==> config.mk <==
export PLATFORM = sky130hd
export DESIGN_NAME = ring_buffer_line_extractor_top
export DESIGN_NICKNAME = d
export VERILOG_FILES = /design/src/rtl/rble_pkg.sv /design/src/rtl/rble_ram.sv /design/src/rtl/rble_store.sv /design/src/rtl/ring_buffer_line_extractor_top.sv
export SDC_FILE = /design/constraint.sdc
export NUM_CORES = 1
export LEC_CHECK = 0
export BUFFER_PORTS_ARGS = -buffer_cell sky130_fd_sc_hd__buf_2
export CORE_ASPECT_RATIO = 0.6
export CORE_UTILIZATION = 57
export DETAILED_ROUTE_END_ITERATION = 12
export PLACE_DENSITY = 0.73
export SLEW_MARGIN = 20
export SYNTH_ARGS = -nofsm -noshare
export SYNTH_HDL_FRONTEND = slang
export SYNTH_HIERARCHICAL = 1
export SYNTH_SLANG_ARGS = --single-unit
export TNS_END_PERCENT = 20
==> constraint.sdc <==
create_clock -name clk -period 3.12 [get_ports clk]
set_input_delay 0.156 -clock clk [delete_from_list [all_inputs] [get_ports clk]]
set_output_delay 0.156 -clock clk [all_outputs]
set_load 0.01 [all_outputs]
==> src/rtl/rble_pkg.sv <==
// Shared types and constants for the ring buffer line extractor.
`default_nettype none
package rble_pkg;
	localparam int unsigned DEPTH_DEF = 64;
	localparam int unsigned BYTE_W = 8;
	localparam logic [BYTE_W-1:0] NEWLINE_BYTE = 8'd10;
	localparam logic [BYTE_W-1:0] ZERO_BYTE = 8'd0;
	localparam logic MODE_PUSH = 1'b0;
	localparam logic MODE_EXTRACT = 1'b1;

	typedef struct packed {
		logic mode;
		logic [BYTE_W-1:0] data_byte;
		logic [BYTE_W-1:0] delimiter;
	} in_item_t;

	typedef struct packed {
		logic [BYTE_W-1:0] out_byte;
		logic byte_valid;
		logic line_found;
		logic last;
	} out_item_t;
endpackage
`default_nettype wire

==> src/rtl/rble_ram.sv <==
// Generic single write port RAM with registered read.
`default_nettype none
module rble_ram #(
	parameter int unsigned WIDTH = 8,
	parameter int unsigned DEPTH = 64
) (
	input wire logic clk,
	input wire logic we,
	input wire logic [$clog2(DEPTH)-1:0] waddr,
	input wire logic [WIDTH-1:0] wdata,
	input wire logic [$clog2(DEPTH)-1:0] raddr,
	output logic [WIDTH-1:0] rdata
);
	logic [WIDTH-1:0] mem_q [DEPTH];

	always_ff @(posedge clk) begin
		if (we) begin
			mem_q[waddr] <= wdata;
		end
		rdata <= mem_q[raddr];
	end
endmodule
`default_nettype wire

==> src/rtl/rble_store.sv <==
// Byte store: RAM plus per-entry written flags so unwritten slots read as zero.
`default_nettype none
module rble_store import rble_pkg::*; #(
	parameter int unsigned DEPTH = DEPTH_DEF
) (
	input wire logic clk,
	input wire logic arst_n,
	input wire logic we,
	input wire logic [$clog2(DEPTH)-1:0] waddr,
	input wire logic [BYTE_W-1:0] wdata,
	input wire logic [$clog2(DEPTH)-1:0] raddr,
	output logic [BYTE_W-1:0] rdata
);
	logic [DEPTH-1:0] wr_q;
	logic rd_wr_q;
	logic [BYTE_W-1:0] ram_rdata;

	rble_ram #(
		.WIDTH(BYTE_W),
		.DEPTH(DEPTH)
	) u_ram (
		.clk(clk),
		.we(we),
		.waddr(waddr),
		.wdata(wdata),
		.raddr(raddr),
		.rdata(ram_rdata)
	);

	// mark written entries; sample the flag alongside the RAM read
	always_ff @(posedge clk or negedge arst_n) begin
		if (!arst_n) begin
			wr_q <= '0;
			rd_wr_q <= 1'b0;
		end else begin
			if (we) begin
				wr_q[waddr] <= 1'b1;
			end
			rd_wr_q <= wr_q[raddr];
		end
	end

	assign rdata = rd_wr_q ? ram_rdata : ZERO_BYTE;
endmodule
`default_nettype wire

==> src/rtl/ring_buffer_line_extractor_top.sv <==
// Top level: ring byte store with push and delimited line extraction.
// Push: taken in ST_IDLE, no result beat; a push may follow every cycle while no extract is under way.
// Extract: each scanned slot takes one store read (ST_RD), then one compare (ST_CMP); the run
//   closes in ST_FIN with the last beat, and no new item is taken until the sequencer is back
//   in ST_IDLE; result stalls hold ST_CMP and ST_FIN.
// Reset clears both positions and the written flags, so the whole store reads as zero.
`default_nettype none
module ring_buffer_line_extractor_top import rble_pkg::*; #(
	parameter int unsigned DEPTH = DEPTH_DEF
) (
	input wire logic clk,
	input wire logic arst_n,
	input wire logic item_valid,
	output logic item_stall,
	input wire in_item_t item,
	output logic result_valid,
	input wire logic result_stall,
	output out_item_t result
);
	localparam int unsigned PW = $clog2(DEPTH);
	localparam logic [PW-1:0] LAST_POS = PW'(DEPTH - 1);

	typedef enum logic [1:0] {
		ST_IDLE,
		ST_RD,
		ST_CMP,
		ST_FIN
	} state_t;

	state_t state_q;
	logic [PW-1:0] rp_q;
	logic [PW-1:0] wp_q;
	logic [PW-1:0] pos_q;
	logic [BYTE_W-1:0] dlm_q;
	logic pend_q;
	logic [BYTE_W-1:0] pend_byte_q;
	logic pend_bv_q;
	logic found_q;
	logic out_vld_q;
	out_item_t out_q;

	logic push_acc;
	logic ext_acc;
	logic out_free;
	logic emit;
	logic [BYTE_W-1:0] rdata;
	logic match;
	logic at_w;
	logic clr;
	logic st_we;
	logic [PW-1:0] st_waddr;
	logic [BYTE_W-1:0] st_wdata;
	logic [PW-1:0] pos_nx;
	logic [PW-1:0] wp_nx;

	function automatic logic [PW-1:0] ring_next(input logic [PW-1:0] p);
		ring_next = (p == LAST_POS) ? '0 : p + 1'b1;
	endfunction

	// hold off new items while a scan is under way
	assign item_stall = (state_q != ST_IDLE);
	assign push_acc = item_valid && !item_stall && (item.mode == MODE_PUSH);
	assign ext_acc = item_valid && !item_stall && (item.mode == MODE_EXTRACT);

	// output register may take a new beat when empty or being drained
	assign out_free = !out_vld_q || !result_stall;

	// a beat leaves when a pending byte is released or the run closes
	assign emit = ((state_q == ST_CMP) && !match && pend_q) || (state_q == ST_FIN);

	// the shared compare unit: stored byte against delimiter, position against write
	assign match = (rdata == dlm_q);
	assign at_w = (pos_q == wp_q);
	assign clr = (state_q == ST_CMP) && out_free && match;
	assign pos_nx = ring_next(pos_q);
	assign wp_nx = ring_next(wp_q);

	// one write port: push data, or zero over a matched delimiter
	assign st_we = push_acc || clr;
	assign st_waddr = push_acc ? wp_q : pos_q;
	assign st_wdata = push_acc ? item.data_byte : ZERO_BYTE;

	rble_store #(
		.DEPTH(DEPTH)
	) u_store (
		.clk(clk),
		.arst_n(arst_n),
		.we(st_we),
		.waddr(st_waddr),
		.wdata(st_wdata),
		.raddr(pos_q),
		.rdata(rdata)
	);

	// Sequencer. A scanned byte is held back one step as pending, since only
	// the next compare tells whether it is the last beat of a found line.
	always_ff @(posedge clk or negedge arst_n) begin
		if (!arst_n) begin
			state_q <= ST_IDLE;
			rp_q <= '0;
			wp_q <= '0;
			pos_q <= '0;
			dlm_q <= '0;
			pend_q <= 1'b0;
			pend_byte_q <= '0;
			pend_bv_q <= 1'b0;
			found_q <= 1'b0;
			out_vld_q <= 1'b0;
			out_q <= '0;
		end else begin
			// load a beat when the output is free; otherwise hold it
			if (out_free) begin
				out_vld_q <= emit;
			end
			case (state_q)
				ST_IDLE: begin
					if (push_acc) begin
						wp_q <= wp_nx;
					end
					if (ext_acc) begin
						pos_q <= rp_q;
						dlm_q <= item.delimiter;
						pend_q <= 1'b0;
						state_q <= ST_RD;
					end
				end
				ST_RD: begin
					// store read of pos_q is in flight
					state_q <= ST_CMP;
				end
				ST_CMP: begin
					if (out_free) begin
						if (!match && !at_w) begin
							// advance: release the pending byte, hold this one
							if (pend_q) begin
								out_q <= '{pend_byte_q, 1'b1, 1'b0, 1'b0};
							end
							pend_q <= 1'b1;
							pend_byte_q <= rdata;
							pend_bv_q <= 1'b1;
							pos_q <= pos_nx;
							state_q <= ST_RD;
						end else if (match) begin
							// line found: consume the delimiter unless at write position
							rp_q <= at_w ? pos_q : pos_nx;
							found_q <= 1'b1;
							if (!pend_q) begin
								pend_q <= 1'b1;
								pend_byte_q <= ZERO_BYTE;
								pend_bv_q <= 1'b0;
							end
							state_q <= ST_FIN;
						end else begin
							// no delimiter before write position: append a newline
							if (pend_q) begin
								out_q <= '{pend_byte_q, 1'b1, 1'b0, 1'b0};
							end
							pend_q <= 1'b1;
							pend_byte_q <= NEWLINE_BYTE;
							pend_bv_q <= 1'b1;
							found_q <= 1'b0;
							state_q <= ST_FIN;
						end
					end
				end
				ST_FIN: begin
					if (out_free) begin
						out_q <= '{pend_byte_q, pend_bv_q, found_q, 1'b1};
						pend_q <= 1'b0;
						state_q <= ST_IDLE;
					end
				end
				default: begin
					state_q <= ST_IDLE;
				end
			endcase
		end
	end

	assign result_valid = out_vld_q;
	assign result = out_q;

	// positions stay inside the ring for any depth
	a_pos_range: assert property (@(posedge clk) disable iff (!arst_n)
		(rp_q <= LAST_POS) && (wp_q <= LAST_POS) && (pos_q <= LAST_POS))
		else $error("ring position out of range");

	// a push moves the write position by exactly one slot
	a_push_adv: assert property (@(posedge clk) disable iff (!arst_n)
		push_acc |=> (wp_q == $past(wp_nx)))
		else $error("write position did not advance on push");

	// a delimiter matched at the write position consumes nothing past it
	a_stale_keep: assert property (@(posedge clk) disable iff (!arst_n)
		(clr && at_w) |=> (rp_q == $past(pos_q)))
		else $error("read position moved past write position");

	// the closing step always issues a last-marked beat
	a_fin_last: assert property (@(posedge clk) disable iff (!arst_n)
		((state_q == ST_FIN) && out_free) |=> (result_valid && result.last))
		else $error("extract run ended without a last beat");

	// a beat without a byte is only the empty found line
	a_empty_line: assert property (@(posedge clk) disable iff (!arst_n)
		(result_valid && !result.byte_valid) |-> (result.line_found && result.last))
		else $error("byte-less beat that is not an empty found line");
endmodule
`default_nettype wire

## Yosys cells after proc, flatten, opt, wreduce, memory -nomap -nowiden

Memories as Yosys holds them, arrays and structs flattened. A register that Yosys moved wholly into a read port is not among the register bits.
Index checks and enable logic that the tools add are counted.

- Memories kept: 1
- Word-level logic and storage cells: 107
- Output and inout bits: 13
- Input port bits: 21
- Memory bits (writable): 512
- Register bits after elaboration: 116

Memory list:

| memory | words | width | rd ports | clocked after memory_dff | write ports | line | text |
|---|---|---|---|---|---|---|---|
| u_store.u_ram.mem_q | 64 | 8 | 1 | 1 | 1 | rble_ram.sv:14 | `logic [WIDTH-1:0] mem_q [DEPTH];` |

- Add/subtract/negate cells: 2
- Magnitude comparators: 3
- Bitwise logic cells: 3
- Equal/unequal tests: 13
- Reductions and logical operators: 31
- Mux-type cells: 38

Operators by type and width:

| operator | count |
|---|---|
| OR 64 bit | 1 |
| 2-to-1 mux 11 bit | 5 |
| 2-to-1 mux 6 bit | 7 |
| 2-to-1 mux 8 bit | 5 |
| case mux 11 bit (2 select lines) | 1 |
| AND reduction 4 bit | 4 |
| < comparator 6 x 7 -> 1 bit, second input constant | 2 |
| adder 6 x 1 -> 6 bit, second input constant | 2 |
| == test 6 bit, second input constant | 2 |
| case mux 6 bit (2 select lines) | 1 |
| 2-to-1 mux 1 bit | 11 |
| logical AND 1 bit | 9 |
| AND reduction 3 bit | 3 |
| == test 8 bit | 1 |
| 2-to-1 mux 2 bit | 4 |
| case mux 2 bit (4 select lines) | 1 |
| binary-select mux 1 bit (select 6 bit) | 1 |
| demux 1 bit (select 6 bit) | 1 |
| == test 6 bit | 1 |
| >= comparator 6 x 1 -> 1 bit, second input constant | 1 |
| != test 2 bit, second input constant | 3 |
| != test 3 x 2 -> 1 bit, second input constant | 2 |
| nonzero test 2 bit | 3 |
| logical NOT 1 bit | 5 |
| other kinds (9) | 14 |

## Longest topological paths before layout

Gate-level depths: netlist of the first run.

- Word-level depth: 10
- Depth in mapped cells: 11
- Depth with buffers taken out: 9

## By module

The synthesis of the first run kept the hierarchy.

By module, submodules not included:

| module | sequential area each (um^2) | area each (um^2) | times used | cells each |
|---|---|---|---|---|
| rble_ram | 15,534.9 | 20,166.8 | 1 | 940 |
| rble_store | 1,626.6 | 2,969.1 | 1 | 223 |
| ring_buffer_line_extractor_top | 1,276.2 | 2,685.1 | 1 | 242 |

## Least setup slack after synthesis of the first run

Ideal clock, no wire load.

- Path type: flip-flop to flip-flop
- From: register state_q[0]
- To: memory u_store.u_ram.mem_q[48][0], enable pin
- Library setup time: 383 ps
- Buffers on the path: 3
- Setup slack: -34 ps
- Clock period less this slack: 3,154 ps
- Stages on the path, launching flop included: 11
- Required time: 2,737 ps
- Data arrival time: 2,771 ps
- Cells stage by stage: dfrtp_1 > buf_2 > nor2_1 > inv_1 > nor3b_1 > buf_2 > mux2_2 > clkbuf_1 > nor2b_1 > nand4b_1 > nor3_1

- Elaborated cells on any way between the ends: 11
- Those cells by class: eq/ne: 1; mux: 3; reduce/logical: 7

RTL lines:

| element | line | text |
|---|---|---|
| start, declared | ring_buffer_line_extractor_top.sv:30 | `state_t state_q;` |
| start signal, assigned | ring_buffer_line_extractor_top.sv:99 | `state_q <= ST_IDLE;` |
| start signal, assigned | ring_buffer_line_extractor_top.sv:124 | `state_q <= ST_RD;` |
| start signal, assigned | ring_buffer_line_extractor_top.sv:129 | `state_q <= ST_CMP;` |
| nonzero test 2 bit | ring_buffer_line_extractor_top.sv:61 | `assign item_stall = (state_q != ST_IDLE);` |
| via item_stall | ring_buffer_line_extractor_top.sv:14 | `output logic item_stall,` |
| logical NOT 1 bit | ring_buffer_line_extractor_top.sv:62 | `assign push_acc = item_valid && !item_stall && (item.mode == MODE_PUSH);` |
| logical AND 1 bit (2 in a row) | ring_buffer_line_extractor_top.sv:62 |  |
| 2-to-1 mux 6 bit | ring_buffer_line_extractor_top.sv:80 | `assign st_waddr = push_acc ? wp_q : pos_q;` |
| via st_waddr[3] | ring_buffer_line_extractor_top.sv:51 | `logic [PW-1:0] st_waddr;` |
| end, declared | rble_ram.sv:14 |  |

The timed path passes the listed nets, and every way through them passes these cells.

## Worst setup path in the final report of the first run

- From: register state_q[0]
- To: memory u_store.u_ram.mem_q[38][2], enable pin

- Elaborated cells on any way between the ends: 11
- Those cells by class: eq/ne: 1; mux: 3; reduce/logical: 7

RTL lines:

| element | line |
|---|---|
| nonzero test 2 bit | ring_buffer_line_extractor_top.sv:61 |
| logical NOT 1 bit | ring_buffer_line_extractor_top.sv:62 |
| logical AND 1 bit (2 in a row) | ring_buffer_line_extractor_top.sv:62 |
| 2-to-1 mux 6 bit | ring_buffer_line_extractor_top.sv:80 |
| via st_waddr[3] | ring_buffer_line_extractor_top.sv:51 |

The timed path passes the listed nets, and every way through them passes these cells.

==> impl_summary.txt, run 1 <==
----------------------------------------------------
[Outcome]
  Run status ... complete, no violations

[Hold path]
  Worst Min Path Start ... item[16]
  Hold crit path type ... in2reg

[Power]
  Leakage power summed over all cells ... 10.5 nW
  Proportion of power drawn by combinational gates ... 0.323
  Maximum resistive drop on vdd ... approximately 0.48 mV
  Switching power of the nets ... between 0.008 and 0.009 W
  Cell internal pwr ... about 0.018 W
  Net switching fraction of the power ... 0.321
  Clock share of power ... 0.267
  P per Cell Area ... between 800 and 900 mW/mm2
  Sequential share of power ... 0.410

[Logic synthesis]
  Dominant synthesized flop cell ... sky130_fd_sc_hd__edfxtp_1
  Synth warn ... 6
  Sequential cell area fraction in the yosys report ... 0.714
  Post-synthesis average cell area ... between 15 and 20 um2
  Net count after synthesis ... about 1400
  Yosys reg bits ... between 600 and 700
  Unique masters post-synth ... between 70 and 80
  Cell count after synthesis ... between 1000 and 1500
  Number of enable-type register cells in the synthesized netlist ... 512
  Count leader, synth ... sky130_fd_sc_hd__edfxtp_1
  Share of synthesized flip-flops with an asynchronous set or reset ... 0.182
  Dominant cells by area after synthesis ... sky130_fd_sc_hd__edfxtp_1 60%, sky130_fd_sc_hd__mux4_2 12%, sky130_fd_sc_hd__dfrtp_1 11%
  Biggest area consumer among synthesized cells ... sky130_fd_sc_hd__edfxtp_1
  Area share of the leading cell type in the synthesized netlist ... 0.595
  Combined area of all synthesized cells ... around 0.026 mm2
  Synth top cells by count ... 512 x sky130_fd_sc_hd__edfxtp_1, 135 x sky130_fd_sc_hd__mux4_2, 116 x sky130_fd_sc_hd__dfrtp_1

[Timing]
  Count of pins over their slew limit ... 0
  Slew at the pin closest to its max-slew limit ... 0.745 ns
  Relative max-transition margin ... 0.502
  Endpoints failing hold ... 0
  Number of failing setup endpoints in the final timing report ... 0
  Setup repair after global routing missed its margin ... no
  Final critical-path share of the clock period ... 0.946
  Layout Skew ... 0.0355 ns
  Peak clock frequency supported by timing ... approximately 340 MHz
  Fin Setup TNS ... 0 ns
  Clock period minus final worst setup slack ... 2.95 ns

[Cells and area]
  Number of nets at the end of the flow ... around 1600
  ANT cells ... 0
  Share of cells above drive strength 1 ... 0.300
  Post-route insts no fill ... around 2200
  P&R area growth vs syn ... 14.7%

[Clocking]
  Clock input transition at the sequential cells of the worst setup and hold paths ... roughly 0.070 ns
  Maximum level of the CTS H-tree ... 2
  Clock tree from TritonCTS ... yes
  Clock insertion delay at the later pin of the skew report ... about 0.60 ns
  Number of clock sinks ... 636
  Number of buffers between clock root and the deepest sink ... 3
  Clock root cell ... sky130_fd_sc_hd__clkbuf_16
  CTS Buf Count ... between 50 and 60

[Critical path]
  Critical register-to-register path startpoint ... state_q[0]
  Data required time at the worst endpoint ... around 3.4 ns
  Maximum fanout along the worst path ... 9
  Kind of capture point of the worst setup path ... register
  Worst path arrival time ... 3.23 ns
  Register-to-register path setup slack ... 0.17 ns
  Critical path launch point ... state_q[0]
  Critical path type ... reg2reg
  Worst Setup Start Kind ... register

[Global route]
  Final global-route overflow total ... 0
  Via count of the first global-routing pass ... roughly 14000
  Global-route wire length before repair ... 93800 um
  Total track usage ... 0.275
  Maximum number of pins on one net before global-route repair ... 77
  Antenna violations before repair ... 1

[Floorplan]
  Die Footprint ... roughly 0.046 mm2
  Site Rows ... 59
  Core box area ... 0.0440 mm2
  Initial core utilization ... 0.587
  Chip height ... 167 um
  I/O pins ... 34
  Width of the die ... 277 um

[Route]
  DRC violation count after routing ... 0
  Wire length reported by the detailed router ... slightly above 60000 um
  Number of vias in the routed layout ... 14400
  Number of DRC markers in iteration 0 ... roughly 2100
  DR WL/cell ... ~28 um
  Number of optimization iterations in the first detailed-route pass ... 5
  Average vias per placed instance ... between 6 and 7
  Antenna-violating nets left ... 0

[Flow run]
  Max-cap viol count ... 0

[Placed design]
  Post-detail-place hpwl ... around 40000 um
  Placed cell count ... 2102
  Total of buffers placed on input and output ports ... 33
  Gp weighted congestion ... just over 0.9

----------------------------------------------------
[cell families after synthesis]
kind of cell / Yosys count / share of synthesized area
muxes: 208 / 0.153
xor gates and xnor gates: 20 / 0.00678
buffers and inverters: 83 / 0.0190
adders and majority gates: 2 / 0.000969
DFF: 636 / 0.714
and+or+nand+nor: 265 / 0.0503
AOI/OAI and AO/OA: 191 / 0.0560
[state kept, by name (all words and copies together) (netlist names)]
name and flops:
pend_bv_q 1, pend_q 1, found_q 1, rp_q 6, u_store/u_ram/mem_q 512, pend_byte_q 8, u_store/u_ram/rdata 8, u_store/rd_wr_q 1
result 11, result_valid 1, dlm_q 8, u_store/wr_q 64, wp_q 6, pos_q 6, state_q 2
[worst max-delay path, cell delays in order (launching register included)]
cell                       delay, ns
sky130_fd_sc_hd__dfrtp_1        0.38
sky130_fd_sc_hd__nor2_1         0.17
sky130_fd_sc_hd__inv_1          0.11
sky130_fd_sc_hd__nor3b_4        0.29
sky130_fd_sc_hd__mux2_2         0.52
sky130_fd_sc_hd__nor2b_1        0.27
sky130_fd_sc_hd__nand2b_1       0.28
sky130_fd_sc_hd__nor2_1         0.34
sky130_fd_sc_hd__buf_4          0.25
[timing repair]
item                                   in CTS  in global routing
setup endpoints to repair                   0                342
endpoints found under the hold margin      87                  0
resized for setup                           0                 12
buffers inserted                            0                  0
hold buffers                               10                  0
[per-stage QoR]
step	hold WS [ns]	util	total power [W]	worst slack (ns)	instance area (um2)
final	0.101	0.673	0.0258	0.168	29600
after global routing	0.155	0.673	0.0268	0.00943	29600
after CTS	0.0908	0.672	0.0257	0.0379	29600
after detailed placement	0.369	0.629	0.0189	0.0640	27700
after global placement	0.367	0.629	0.0187	0.0559	27700
after floorplan	-0.140	-	0.0161	-0.0283	25800
[cell type report]
type	count	area, um2
multi-input combinational	686	6970
sequential	636	18500
inverter	7	26.3
clock inverter	38	393
clock buffer	61	1400
timing repair buffer	204	1670
fill	2848	14400
tap	579	724
[per-layer routing]
metal / wire length (um) / share of wire / global-route usage
met5: 13 / 0.00021 / 0
met3: 7310 / 0.12 / 0.0673
met4: 818 / 0.013 / 0.0449
met2: 25500 / 0.42 / 0.369
met1: 27800 / 0.45 / 0.461
[worst paths after layout]
check,endpoint,cells past startpoint
max,u_store/u_ram/mem_q[38][2],8
min,wp_q[2],5
max reg2reg,u_store/u_ram/mem_q[38][2],8
min reg2reg,u_store/wr_q[52],1
max in group asynchronous,u_store/wr_q[11],3
min in group asynchronous,u_store/rd_wr_q,2
[placed cells by master (no fill, tap or decap), types with 8 or more instances in the layout]
| cell | instances |
|---|---|
| sky130_fd_sc_hd__dfxtp_1 | 8 |
| sky130_fd_sc_hd__a21o_1 | 20 |
| sky130_fd_sc_hd__nor2b_1 | 18 |
| sky130_fd_sc_hd__buf_12 | 15 |
| sky130_fd_sc_hd__nor2_1 | 100 |
| sky130_fd_sc_hd__nand2_1 | 43 |
| sky130_fd_sc_hd__xnor2_1 | 9 |
| sky130_fd_sc_hd__o221ai_1 | 8 |
| sky130_fd_sc_hd__nand2b_1 | 8 |
| sky130_fd_sc_hd__dlygate4sd3_1 | 10 |
| sky130_fd_sc_hd__o21bai_1 | 46 |
| sky130_fd_sc_hd__xor2_1 | 11 |
| sky130_fd_sc_hd__and2_2 | 8 |
| sky130_fd_sc_hd__and2_1 | 13 |
| sky130_fd_sc_hd__dfrtp_1 | 111 |
| sky130_fd_sc_hd__o22ai_1 | 10 |
| sky130_fd_sc_hd__buf_4 | 146 |
| sky130_fd_sc_hd__o2bb2ai_1 | 8 |
| sky130_fd_sc_hd__nand3_1 | 18 |
| sky130_fd_sc_hd__clkinv_2 | 9 |
| sky130_fd_sc_hd__clkbuf_16 | 55 |
| sky130_fd_sc_hd__o21ai_0 | 14 |
| sky130_fd_sc_hd__mux2i_1 | 28 |
| sky130_fd_sc_hd__a21oi_1 | 17 |
| sky130_fd_sc_hd__mux2_4 | 8 |
| sky130_fd_sc_hd__buf_2 | 32 |
| sky130_fd_sc_hd__mux2_2 | 30 |
| sky130_fd_sc_hd__mux4_2 | 135 |
| sky130_fd_sc_hd__nor3_1 | 10 |
| sky130_fd_sc_hd__clkinv_1 | 13 |
| sky130_fd_sc_hd__bufinv_16 | 8 |
| sky130_fd_sc_hd__edfxtp_1 | 512 |
[power by group through the flow]
stage | sequential [W] | combinational, W | clock (W)
floorplan | 0.0104 | 0.00565 | 0
global placement | 0.0107 | 0.00798 | 0
detailed placement | 0.0107 | 0.00811 | 0
CTS | 0.0106 | 0.00817 | 0.00697
global route | 0.0107 | 0.00883 | 0.00729
finish | 0.0106 | 0.00834 | 0.00690
Power figures use the tool's default switching activity.
==> inputs of run 2 (changes only) <==
- CORE_ASPECT_RATIO: 0.6 -> 0.5
==> run 2 against run 1 <==
Net effect: count of clock-buffer cells in the layout increased by 9; non-clock buffer count decreased by 16; via count decreased by 1.8%; power decreased by 2.9%; wire length decreased by 4.0%; combinational power decreased by 4.4%; clock power decreased by 5.7%; critical path depth increased by 1; first-iteration DRC count decreased by 23%; largest cell class unchanged; highest routed layer unchanged.
==> impl_summary.txt, run 2 (same netlist as run 1, synthesis figures left out) <==
----------------------------------------------------
[Outcome]
  Run status ... complete, no violations

[Clocking]
  Clock input transition at the sequential cells of the worst setup and hold paths ... ~0.070 ns
  CTS Buf Count ... 52
  Clock insertion delay at the later pin of the skew report ... slightly below 0.6 ns
  Number of clock sinks ... approximately 640
  Setup bufs post-CTS ... 0
  Clock tree from TritonCTS ... yes
  Maximum level of the CTS H-tree ... 2
  Number of buffers between clock root and the deepest sink ... 3
  Clock root cell ... sky130_fd_sc_hd__clkbuf_16

[Global route]
  Final global-route overflow total ... 0
  Global-route wire length before repair ... around 89000 um
  Total track usage ... 0.262
  Antenna violations before repair ... 2
  Maximum number of pins on one net before global-route repair ... between 60 and 70
  Via count of the first global-routing pass ... approximately 14000

[Critical path]
  WP buf/inv ... 3
  Worst Setup Start Kind ... register
  Slowest Stage Delay on Critical Path ... roughly 0.45 ns
  Critical path type ... reg2reg
  CP most frequent cell ... sky130_fd_sc_hd__nor2_1
  Data required time at the worst endpoint ... between 3 and 4 ns
  Register-to-register path setup slack ... ~0.045 ns
  Worst path arrival time ... roughly 3.4 ns
  Endpoint of the worst-slack reg-to-reg timing path ... u_store/u_ram/mem_q[13][7]
  Worst reg-to-reg path cell count ... 9
  Critical register-to-register path startpoint ... state_q[0]
  Critical path's top delay family ... simple AND/OR/NAND/NOR gates
  Maximum fanout along the worst path ... 21
  Kind of capture point of the worst setup path ... register
  Worst path cell trace ... nor2_1 > inv_1 > nor3b_2 > buf_12 > mux2_2 > nor2_1 > nand2_1 > nor2_1 > buf_4
  Crit path max-delay cell type ... sky130_fd_sc_hd__mux2_2

[Timing]
  Clock period minus final worst setup slack ... 3.07 ns
  Peak clock frequency supported by timing ... between 300 and 400 MHz
  Final critical-path share of the clock period ... 0.985
  Count of pins over their slew limit ... 0
  Relative max-transition margin ... 0.344
  Slew at the pin closest to its max-slew limit ... 0.972 ns
  Layout Skew ... roughly 0.023 ns
  Fin Setup TNS ... 0 ns
  Setup repair after global routing missed its margin ... yes
  Endpoints failing hold ... 0
  Number of failing setup endpoints in the final timing report ... 0

[Route]
  Antenna-violating nets left ... 0
  DRC violation count after routing ... 0
  Number of vias in the routed layout ... about 14000
  DR WL/cell ... around 27 um
  Number of DRC markers in iteration 0 ... 1657
  Wire length reported by the detailed router ... ~59000 um
  Average vias per placed instance ... 6.42
  Number of optimization iterations in the first detailed-route pass ... 5

[Placed design]
  Area after detailed placement ... approximately 0.028 mm2
  Gp weighted congestion ... roughly 0.9
  Post-detail-place hpwl ... about 38000 um
  Total of buffers placed on input and output ports ... 33

[Power]
  Leakage power summed over all cells ... 10.3 nW
  P per Cell Area ... 854 mW/mm2
  Clock share of power ... 0.260
  Cell internal pwr ... between 0.015 and 0.02 W
  Net switching fraction of the power ... 0.317
  Sequential share of power ... 0.422
  Proportion of power drawn by combinational gates ... 0.318
  Maximum resistive drop on vdd ... about 0.47 mV
  Switching power of the nets ... about 0.008 W

[Cells and area]
  Final design instance area without fill ... roughly 0.03 mm2
  Number of nets at the end of the flow ... between 1500 and 2000
  Commonest cells after routing, fill and taps aside ... 512 x sky130_fd_sc_hd__edfxtp_1, 135 x sky130_fd_sc_hd__mux4_2, 132 x sky130_fd_sc_hd__buf_4
  Number of flip-flops in the largest register ... 512
  Largest reg by FF count ... u_store/u_ram/mem_q
  P&R area growth vs syn ... 13.7%
  ANT cells ... 0
  Commonest non-fill, non-tap cell in the layout ... sky130_fd_sc_hd__edfxtp_1
  Share of cells above drive strength 1 ... 0.287

[Floorplan]
  Chip height ... between 150 and 200 um
  Core box area ... 0.0441 mm2
  Initial core utilization ... 0.585
  Die Footprint ... about 0.046 mm2
  I/O pins ... 34
  Site Rows ... 54
  Width of the die ... ~300 um

[Hold path]
  Sink of the worst hold path ... wp_q[2]
  Worst Min Path Start ... item[16]
  Worst Hold Depth ... 5
  Hold crit path type ... in2reg

[Flow run]
  Max-cap viol count ... 0

----------------------------------------------------
-- run 2: timing repair --
item | 4_1_cts | 5_1_grt
gates resized for setup | 0 | 5
hold buffers | 10 | 0
endpoints found under the setup margin | 0 | 260
endpoints found under the hold margin | 67 | 0
-- run 2: area by class of cell --
class                           count  area [um2]
Inverter                            7        26.3
Multi-Input combinational cell    686        6930
Clock buffer                       70        1410
Fill cell                        2820       14800
Sequential cell                   636       18500
Timing Repair Buffer              188        1530
Clock inverter                     27         265
Tap cell                          588         736
-- run 2: worst register-to-register path: stages (launching register included) --
cell and delay (ns):
sky130_fd_sc_hd__dfrtp_1 0.39, sky130_fd_sc_hd__nor2_1 0.17, sky130_fd_sc_hd__inv_1 0.10, sky130_fd_sc_hd__nor3b_2 0.28
sky130_fd_sc_hd__buf_12 0.20, sky130_fd_sc_hd__mux2_2 0.45, sky130_fd_sc_hd__nor2_1 0.12, sky130_fd_sc_hd__nand2_1 0.39
sky130_fd_sc_hd__nor2_1 0.41, sky130_fd_sc_hd__buf_4 0.26
-- run 2: worst max path at each step --
stage | start | to | slack, ns | cells after the start
after floorplan | state_q[0] | u_store/u_ram/mem_q[49][0] | -0.03 | 10
after global placement | u_store/rd_wr_q | u_store/u_ram/mem_q[12][3] | 0.19 | 11
after detailed placement | u_store/rd_wr_q | u_store/u_ram/mem_q[12][5] | 0.04 | 11
after CTS | u_store/rd_wr_q | u_store/u_ram/mem_q[18][1] | 0.008 | 11
after global routing | state_q[0] | u_store/u_ram/mem_q[17][6] | -0.01 | 9
final | state_q[0] | u_store/u_ram/mem_q[13][7] | 0.05 | 9
-- run 2: per-layer routing --
| metal | vias up | part of all wire | GRT usage | routed length [um] |
|---|---|---|---|---|
| met5 | - | 0.00015 | 0 | 9 |
| met4 | 2 | 0.020 | 0.0579 | 1190 |
| met3 | 94 | 0.096 | 0.0532 | 5680 |
| met2 | 726 | 0.47 | 0.401 | 28000 |
| met1 | 7355 | 0.41 | 0.393 | 24100 |
| li1 | 5954 | - | - | - |
-- run 2: per-stage QoR --
step	util	cells	hold slack (ns)	total power [W]	setup WS, ns
2_1_floorplan	-	1405	-0.140	0.0161	-0.0283
3_3_place_gp	0.625	2095	0.217	0.0184	0.189
3_5_place_dp	0.625	2095	0.235	0.0186	0.0402
4_1_cts	0.665	2202	0.0451	0.0251	0.00795
5_1_grt	0.665	2202	0.0630	0.0260	-0.0115
6_report	0.665	2202	0.0641	0.0251	0.0453
-- run 2: power groups by stage --
stage                     clock network (W)  logic [W]  registers (W)
after floorplan                           0    0.00565         0.0104
after CTS                           0.00658    0.00789         0.0106
after global placement                    0    0.00768         0.0107
final                               0.00651    0.00797         0.0106
after global routing                0.00691    0.00844         0.0107
after detailed placement                  0    0.00783         0.0108
==> inputs of run 3 (changes only) <==
- GPL_TIMING_DRIVEN: default -> 0
==> run 3 against run 2 <==
Net effect: the run now ends with negative setup slack left; register-to-register slack worse by 0.19 ns; wire length up 11%; power up 5.8%; critical path type unchanged; count of clock-buffer cells in the layout down 5; utilization up 3.1 points; setup slack worse by 0.19 ns; largest power group unchanged; die area unchanged; final area up 4.6%; combinational power up 15%; first-iteration DRC count up 12%; critical path depth down 1.
==> impl_summary.txt, run 3 (same netlist as run 1, synthesis figures left out) <==
----------------------------------------------------
[Timing]
  Clock period minus final worst setup slack ... 3.26 ns
  Endpoints failing hold ... 0
  Number of failing setup endpoints in the final timing report ... 6
  Relative max-transition margin ... 0.294
  Post-layout worst setup margin ... -0.141 ns
  Layout Skew ... about 0.029 ns
  Count of pins over their slew limit ... 0
  Final critical-path share of the clock period ... 1.05
  Setup repair after global routing missed its margin ... yes
  Peak clock frequency supported by timing ... 307 MHz
  Fin Setup TNS ... -0.519 ns
  Slew at the pin closest to its max-slew limit ... 1.06 ns

[Global route]
  Total track usage ... 0.288
  Global-route wire length before repair ... roughly 97000 um
  Via count of the first global-routing pass ... 14900
  Final global-route overflow total ... 0
  Antenna violations before repair ... 3
  Maximum number of pins on one net before global-route repair ... between 80 and 90

[Placed design]
  Total of buffers placed on input and output ports ... 33
  Gp weighted congestion ... 0.948
  Post-detail-place hpwl ... a little under 40000 um
  Area after detailed placement ... roughly 0.027 mm2
  Placed cell count ... between 2000 and 2500

[Clocking]
  Maximum level of the CTS H-tree ... 2
  Number of clock sinks ... 636
  CTS Buf Count ... 53
  Clock tree from TritonCTS ... yes
  Clock insertion delay at the later pin of the skew report ... 0.61 ns
  Clock input transition at the sequential cells of the worst setup and hold paths ... ~0.07 ns
  Number of buffers between clock root and the deepest sink ... 3
  Clock root cell ... sky130_fd_sc_hd__clkbuf_16

[Power]
  P per Cell Area ... 864 mW/mm2
  Leakage power summed over all cells ... between 10 and 15 nW
  Sequential share of power ... 0.394
  Switching power of the nets ... slightly below 0.009 W
  Net switching fraction of the power ... 0.337
  Power consumption ... approximately 0.027 W
  Proportion of power drawn by combinational gates ... 0.345
  Cell internal pwr ... approximately 0.018 W
  Maximum resistive drop on vdd ... about 0.50 mV
  Clock share of power ... 0.261

[Critical path]
  Maximum fanout along the worst path ... 10
  Slowest Stage Delay on Critical Path ... around 0.54 ns
  Worst path cell trace ... buf_2 > buf_2 > buf_2 > clkbuf_1 > o221ai_1 > o21ai_0 > o311ai_1 > nand2_1
  Kind of capture point of the worst setup path ... register
  Crit path max-delay cell type ... sky130_fd_sc_hd__clkbuf_1
  Worst path arrival time ... around 3.8 ns
  WP buf/inv ... 4
  Critical path's top delay family ... buffers and inverters
  CP most frequent cell ... sky130_fd_sc_hd__buf_2
  Critical path type ... reg2reg
  Data required time at the worst endpoint ... approximately 3.6 ns
  Worst Setup Start Kind ... register

[Route]
  DR WL/cell ... between 20 and 30 um
  Number of vias in the routed layout ... 14900
  Antenna-violating nets left ... 0
  Number of optimization iterations in the first detailed-route pass ... 7
  Average vias per placed instance ... ~6.7
  Number of DRC markers in iteration 0 ... between 1500 and 2000
  DRC violation count after routing ... 0
  Wire length reported by the detailed router ... roughly 65000 um

[Cells and area]
  Number of nets at the end of the flow ... 1618
  Largest reg by FF count ... u_store/u_ram/mem_q
  P&R area growth vs syn ... 18.9%
  Final design instance area without fill ... a little over 0.03 mm2
  Commonest cells after routing, fill and taps aside ... 512 x sky130_fd_sc_hd__edfxtp_1, 135 x sky130_fd_sc_hd__mux4_2, 114 x sky130_fd_sc_hd__dfrtp_1
  Final-layout fill cell count ... 2555
  Commonest non-fill, non-tap cell in the layout ... sky130_fd_sc_hd__edfxtp_1
  Post-route insts no fill ... roughly 2200
  Area taken by multi-input logic gates ... about 0.0076 mm2
  ANT cells ... 0
  Share of cells above drive strength 1 ... 0.335
  Number of flip-flops in the largest register ... approximately 500
  Register cell area after layout ... 0.0184 mm2

[Floorplan]
  Die Footprint ... 0.0462 mm2
  Initial core utilization ... 0.585
  Width of the die ... 303 um
  Site Rows ... 54
  Core box area ... 0.0441 mm2
  I/O pins ... 34
  Chip height ... about 150 um

[Outcome]
  Run status ... finished with violations
  Violations in the final reports ... negative setup slack

[Flow run]
  Max-cap viol count ... 0

[Hold path]
  Hold crit path type ... in2async

----------------------------------------------------
## run 3: cell count changes in the layout (fill, tap and decap cells not counted), sizes merged
cell,before,now
clkbuf,70,90
bufinv,5,9
buf,178,175
clkinv,17,14
clkinvlp,3,4
dlygate4sd3,10,11
inv,9,10
## run 3: path summary, 6_finish.rpt
check | end | slack [ns] | cells past startpoint | start
setup / recovery | u_store/u_ram/rdata[7] | -0.14 | 8 | pos_q[2]
hold / removal | u_store/wr_q[2] | 0.02 | 2 | arst_n
setup reg to reg | u_store/u_ram/rdata[7] | -0.14 | 8 | pos_q[2]
hold reg to reg | u_store/wr_q[12] | 0.45 | 1 | u_store/wr_q[12]
max in group asynchronous | pos_q[0] | 2.36 | 3 | arst_n
min in group clk | wp_q[3] | 0.13 | 4 | item_valid
## run 3: power by group through the flow
| stage | Clock, W | Sequential [W] | Combinational (W) |
|---|---|---|---|
| after global placement | 0 | 0.0106 | 0.00787 |
| after floorplan | 0 | 0.0104 | 0.00565 |
| after global routing | 0.00730 | 0.0105 | 0.00955 |
| final | 0.00692 | 0.0105 | 0.00916 |
| after detailed placement | 0 | 0.0106 | 0.00810 |
| after CTS | 0.00694 | 0.0104 | 0.00867 |
## run 3: final cells by class
type | instances | share of cell area
Clock inverter | 30 | 0.0125
Multi-Input combinational cell | 686 | 0.249
Timing Repair Buffer | 137 | 0.0521
Inverter | 7 | 0.000856
Buffer | 74 | 0.0162
Tap cell | 588 | 0.0240
Clock buffer | 65 | 0.0450
Sequential cell | 636 | 0.601
## run 3: layer usage
metal | GRT usage | up-vias | part of all wire
met5 | 0.00207 | - | 0
met4 | 0.0991 | 0 | 0.033
met3 | 0.0749 | 189 | 0.11
met2 | 0.439 | 952 | 0.47
met1 | 0.409 | 7760 | 0.38
li1 | - | 6016 | -
## run 3: timing repair
action	CTS	global route
pin swaps	57	6
setup buffers	72	13
resized for setup	177	31
endpoints found under the setup margin	561	535
hold buffers	11	0
endpoints found under the hold margin	134	0
## run 3: metrics by stage
stage / utilization / setup slack, ns / hold slack [ns]
finish: 0.696 / -0.141 / 0.0226
global route: 0.696 / -0.122 / 0.0572
CTS: 0.691 / -0.0329 / 0.0145
detailed placement: 0.610 / -1.38 / 0.0645
global placement: 0.606 / -1.12 / 0.391
floorplan: - / -0.0283 / -0.140
